--- src/rtl/pol_pkg.sv ---
// ----------------------------------------------------------------------------
// pol_pkg
// shared types and constants of the positional ordered list
// ----------------------------------------------------------------------------
package pol_pkg;

	localparam int CAPACITY = 64;

	localparam int OpcodeW = 2;
	localparam int PosW    = 7;
	localparam int DataW   = 32;
	localparam int FoundW  = 8;
	localparam int LenW    = 7;

	localparam int CntW = $clog2(CAPACITY + 1);
	localparam int IdxW = $clog2(CAPACITY);
	localparam int CmpW = ((CntW > PosW) ? CntW : PosW) + 1;

	localparam logic [DataW-1:0] OutOfRangeValue = {1'b0, {(DataW-1){1'b1}}};

	typedef enum logic [OpcodeW-1:0] {
		OP_INSERT = 2'd0,
		OP_DELETE = 2'd1,
		OP_GET    = 2'd2,
		OP_SEARCH = 2'd3
	} opcode_t;

	typedef logic [DataW-1:0] data_t;

	typedef struct packed {
		logic load;
		logic take_left;
		logic take_right;
		logic occupied;
	} cell_ctl_t;

endpackage

--- src/rtl/pol_cell.sv ---
// ----------------------------------------------------------------------------
// pol_cell
// one list slot: holds an element, shifts from a neighbor, compares a key
// ----------------------------------------------------------------------------
module pol_cell (
	input  logic               clk,
	input  pol_pkg::cell_ctl_t ctl,
	input  pol_pkg::data_t     left_data,
	input  pol_pkg::data_t     right_data,
	input  pol_pkg::data_t     new_data,
	input  pol_pkg::data_t     key,
	output pol_pkg::data_t     data,
	output logic               match
);
	import pol_pkg::*;

	data_t data_q;

	always_ff @(posedge clk) begin
		priority if (ctl.load) begin
			data_q <= new_data;
		end else if (ctl.take_left) begin
			data_q <= left_data;
		end else if (ctl.take_right) begin
			data_q <= right_data;
		end else begin
			data_q <= data_q;
		end
	end

	assign data  = data_q;
	assign match = ctl.occupied && (data_q == key);

endmodule

--- config.mk ---
export PLATFORM = sky130hd
export DESIGN_NAME = pol_cell
export DESIGN_NICKNAME = d
export VERILOG_FILES = /design/src/rtl/pol_pkg.sv /design/src/rtl/pol_cell.sv
export SDC_FILE = /design/constraint.sdc
export NUM_CORES = 1
export LEC_CHECK = 0
export BUFFER_PORTS_ARGS = -buffer_cell sky130_fd_sc_hd__buf_2
export CORE_MARGIN = 2
export CORE_UTILIZATION = 42
export CTS_CLUSTER_SIZE = 24
export DETAILED_ROUTE_END_ITERATION = 10
export PLACE_DENSITY = 0.87
export SLEW_MARGIN = 25
export SYNTH_ARGS = -nofsm -noshare
export SYNTH_HDL_FRONTEND = slang
export SYNTH_SLANG_ARGS = --single-unit
--- constraint.sdc ---
create_clock -name clk -period 2.65 [get_ports clk]
set_clock_uncertainty 0.1 [all_clocks]
set_input_delay 0.3975 -clock clk [delete_from_list [all_inputs] [get_ports clk]]
set_output_delay 0.3975 -clock clk [all_outputs]
set_load 0.01 [all_outputs]
==> key figures <==
Outcome
  – Outcome: finished, final reports clean

Clocking
  – Post-CTS Setup Bufs: 0
  – CTS Buf Count: 5
  – CTS Sinks: 32
  – Max clock buf depth: 2
  – CTS tree: yes
  – Clock root cell: clkbuf_8
  – Post-CTS Resized: 0
  – # hold bufs at CTS: 0
  – CTS clock-pin slew for the worst setup and hold paths: 70 ps
  – H-tree depth: 2

Power
  – Leak: 1.50 nW
  – Worst vdd ir: 0.331 mV
  – Seq pwr share: 49.2%
  – Internal: 0.991 mW
  – Part of the power in combinational logic: 25.3%
  – Switch share: 27.3%
  – Switching power: 0.371 mW
  – Clock network fraction of total power: 25.5%
  – PwrDens: 464 nW/µm²

Global routing
  – Largest net degree at the start of global routing: 35
  – Grt ovf: 0
  – Initial antenna violation count: 0
  – Tot GR Track Use: 20.0%
  – Vias in the first global route: 1826
  – First-pass GRT wire length: 8020 µm

Routing
  – DR WL/cell: 13.8 µm
  – DR pass1 iterations: 4
  – Via density: 4.82
  – Post-Route WL: 5570 µm
  – DRC Markers: 0
  – Via count: 1939
  – Routed Antenna Nets: 0
  – Starting DRT DRC Count: 79

Critical path
  – Critical path depth in cells: 5
  – CP max FO: 2
  – Slowest CP cell: nor4_1
  – CP peak stage delay: 410 ps
  – Arrival time at the worst endpoint: 1800 ps
  – Worst setup path category: register to primary output
  – CP Buf/Inv Count: 1
  – Crit-path cells: xor2_1, nor4_1, nand4_1, nor3_2, buf_2
  – Data required, critical path: 2150 ps
  – Critical path endpoint category: primary output
  – Startpoint Class: register
  – Critical path's top delay family: simple AND/OR/NAND/NOR gates

Synth
  – Sequential area share after synthesis: 48.6%
  – Syn_nets: 317
  – Synth Register Bits: 32
  – Mux contribution to synthesized area: 16.2%
  – Post-synth top cells: edfxtp_1, mux2i_1, nand2_1, o21ai_0, xor2_1
  – Synth cell types: 15
  – Simple-gate portion of the synthesized area: 10.2%
  – Xor/xnor share of the synthesized area: 14.2%
  – Async S/R FF share, synth: 0%
  – Post-synthesis adder-cell area fraction: 0%
  – EDFF count, synth: 32
  – Warnings, synthesis: 0
  – Post-synthesis compound-gate area fraction: 8.10%
  – Top FF cell, synth: edfxtp_1
  – Largest family of logic cells by synthesized area: multiplexers
  – Yosys top cell area share: 48.6%
  – Synth area leader: edfxtp_1
  – Largest cells by area after synthesis: edfxtp_1, mux2i_1, xor2_1
  – Syn Std Cell Area: 1980 µm²
  – Syn Area/Cell: 10.8 µm²
  – Cells after Synth: 184

STA
  – Max Clock Freq: 434 MHz
  – Pins over their slew limit: 0
  – Crit share post-route: 86.9%
  – Final worst slack: 348 ps
  – Sum Neg Setup Slack: 0 ps
  – Min cycle time layout: 2300 ps
  – Setup violators final: 0
  – Slew margin rel.: 63.6%
  – Fin. Hold Viols: 0
  – RSZ-0062 raised after global routing: false
  – Worst-margin pin slew: 546 ps

Final layout
  – Area of the multi-input gates: 962 µm²
  – Nets: 482
  – Storage element area: 961 µm²
  – Number of flip-flops under the largest register name: 32
  – Filler cells: 375
  – Area grow syn2layout: 48.5%
  – Share of layout cells above drive strength 1: 50.0%
  – Diode count: 0
  – Non-Filler Instances: 402

Floorplanning
  – Initial Utilization: 44.5%
  – Core Footprint: 4440 µm²
  – Die height: 72.6 µm
  – Die area: 5280 µm²
  – IO Pins: 166
  – Die Wd: 72.6 µm
  – Num rows: 24

Job
  – Max Cap Viol: 0

Worst hold path
  – Hold Crit Class: input pin to register
  – Number of cells on the worst hold path: 3

Placement
  – Pre-CTS setup slack: 452 ps
  – IO buf count: 165
  – GPL Wtd Cong: 0.808
  – Post-DP HPWL: 4580 µm
  – Placed cells: 394
[kinds of logic after synthesis]
logic type	after synthesis
compound gates	32
flops	32
simple gates	45
xor+xnor	32
buf+inv	11
mux	32
[power groups by stage]
stage | sequential [mW] | clock, mW | combinational (mW)
floorplan | 0.703 | 0 | 0.135
global placement | 0.679 | 0 | 0.337
detailed placement | 0.682 | 0 | 0.348
CTS | 0.671 | 0.358 | 0.349
global route | 0.676 | 0.374 | 0.380
finish | 0.670 | 0.347 | 0.345
[placed cells by master, fill, tap and decap left out, drive strengths merged]
cell,instances
mux2i,32
nand2,32
nand4,1
or3,1
xnor2,1
o21ai,32
xor2,31
nor3,2
edfxtp,32
buf,169
nor4,7
nand3,2
clkinv,1
clkbuf,7
[worst min-delay path: stages]
cell and delay, ps:
buf_2 70, nand2_1 40, o21ai_0 50
[final cells by class]
class | instances | area share, %
well taps | 52 | 2.22
clock buffers | 7 | 2.60
multi-input cells | 141 | 32.8
flip-flops and latches | 32 | 32.7
repair buffers | 169 | 29.6
clock inverters | 1 | 0.128
[worst paths after layout]
path / from / to / slack (ps)
max: data[24] / match / 350
min: new_data[15] / data[15] / 300
[routing by layer]
metal	part of all wire, %	wire, µm	vias up	global-route usage [%]
li1	-	-	988	-
met1	40	2230	856	21.9
met2	52	2900	87	36.8
met3	6.3	351	8	4.70
met4	1.5	85	0	8.02
met5	0	0	-	0
[per-stage QoR]
step	hold WS (ps)	instance area [µm²]	power, mW	utilization [%]
2_1_floorplan	485	1980	0.838	-
3_3_place_gp	575	2860	1.02	64.3
3_5_place_dp	579	2860	1.03	64.3
4_1_cts	294	2940	1.38	66.1
5_1_grt	294	2940	1.43	66.1
6_report	300	2940	1.36	66.1
Power figures use the tool's default switching activity.
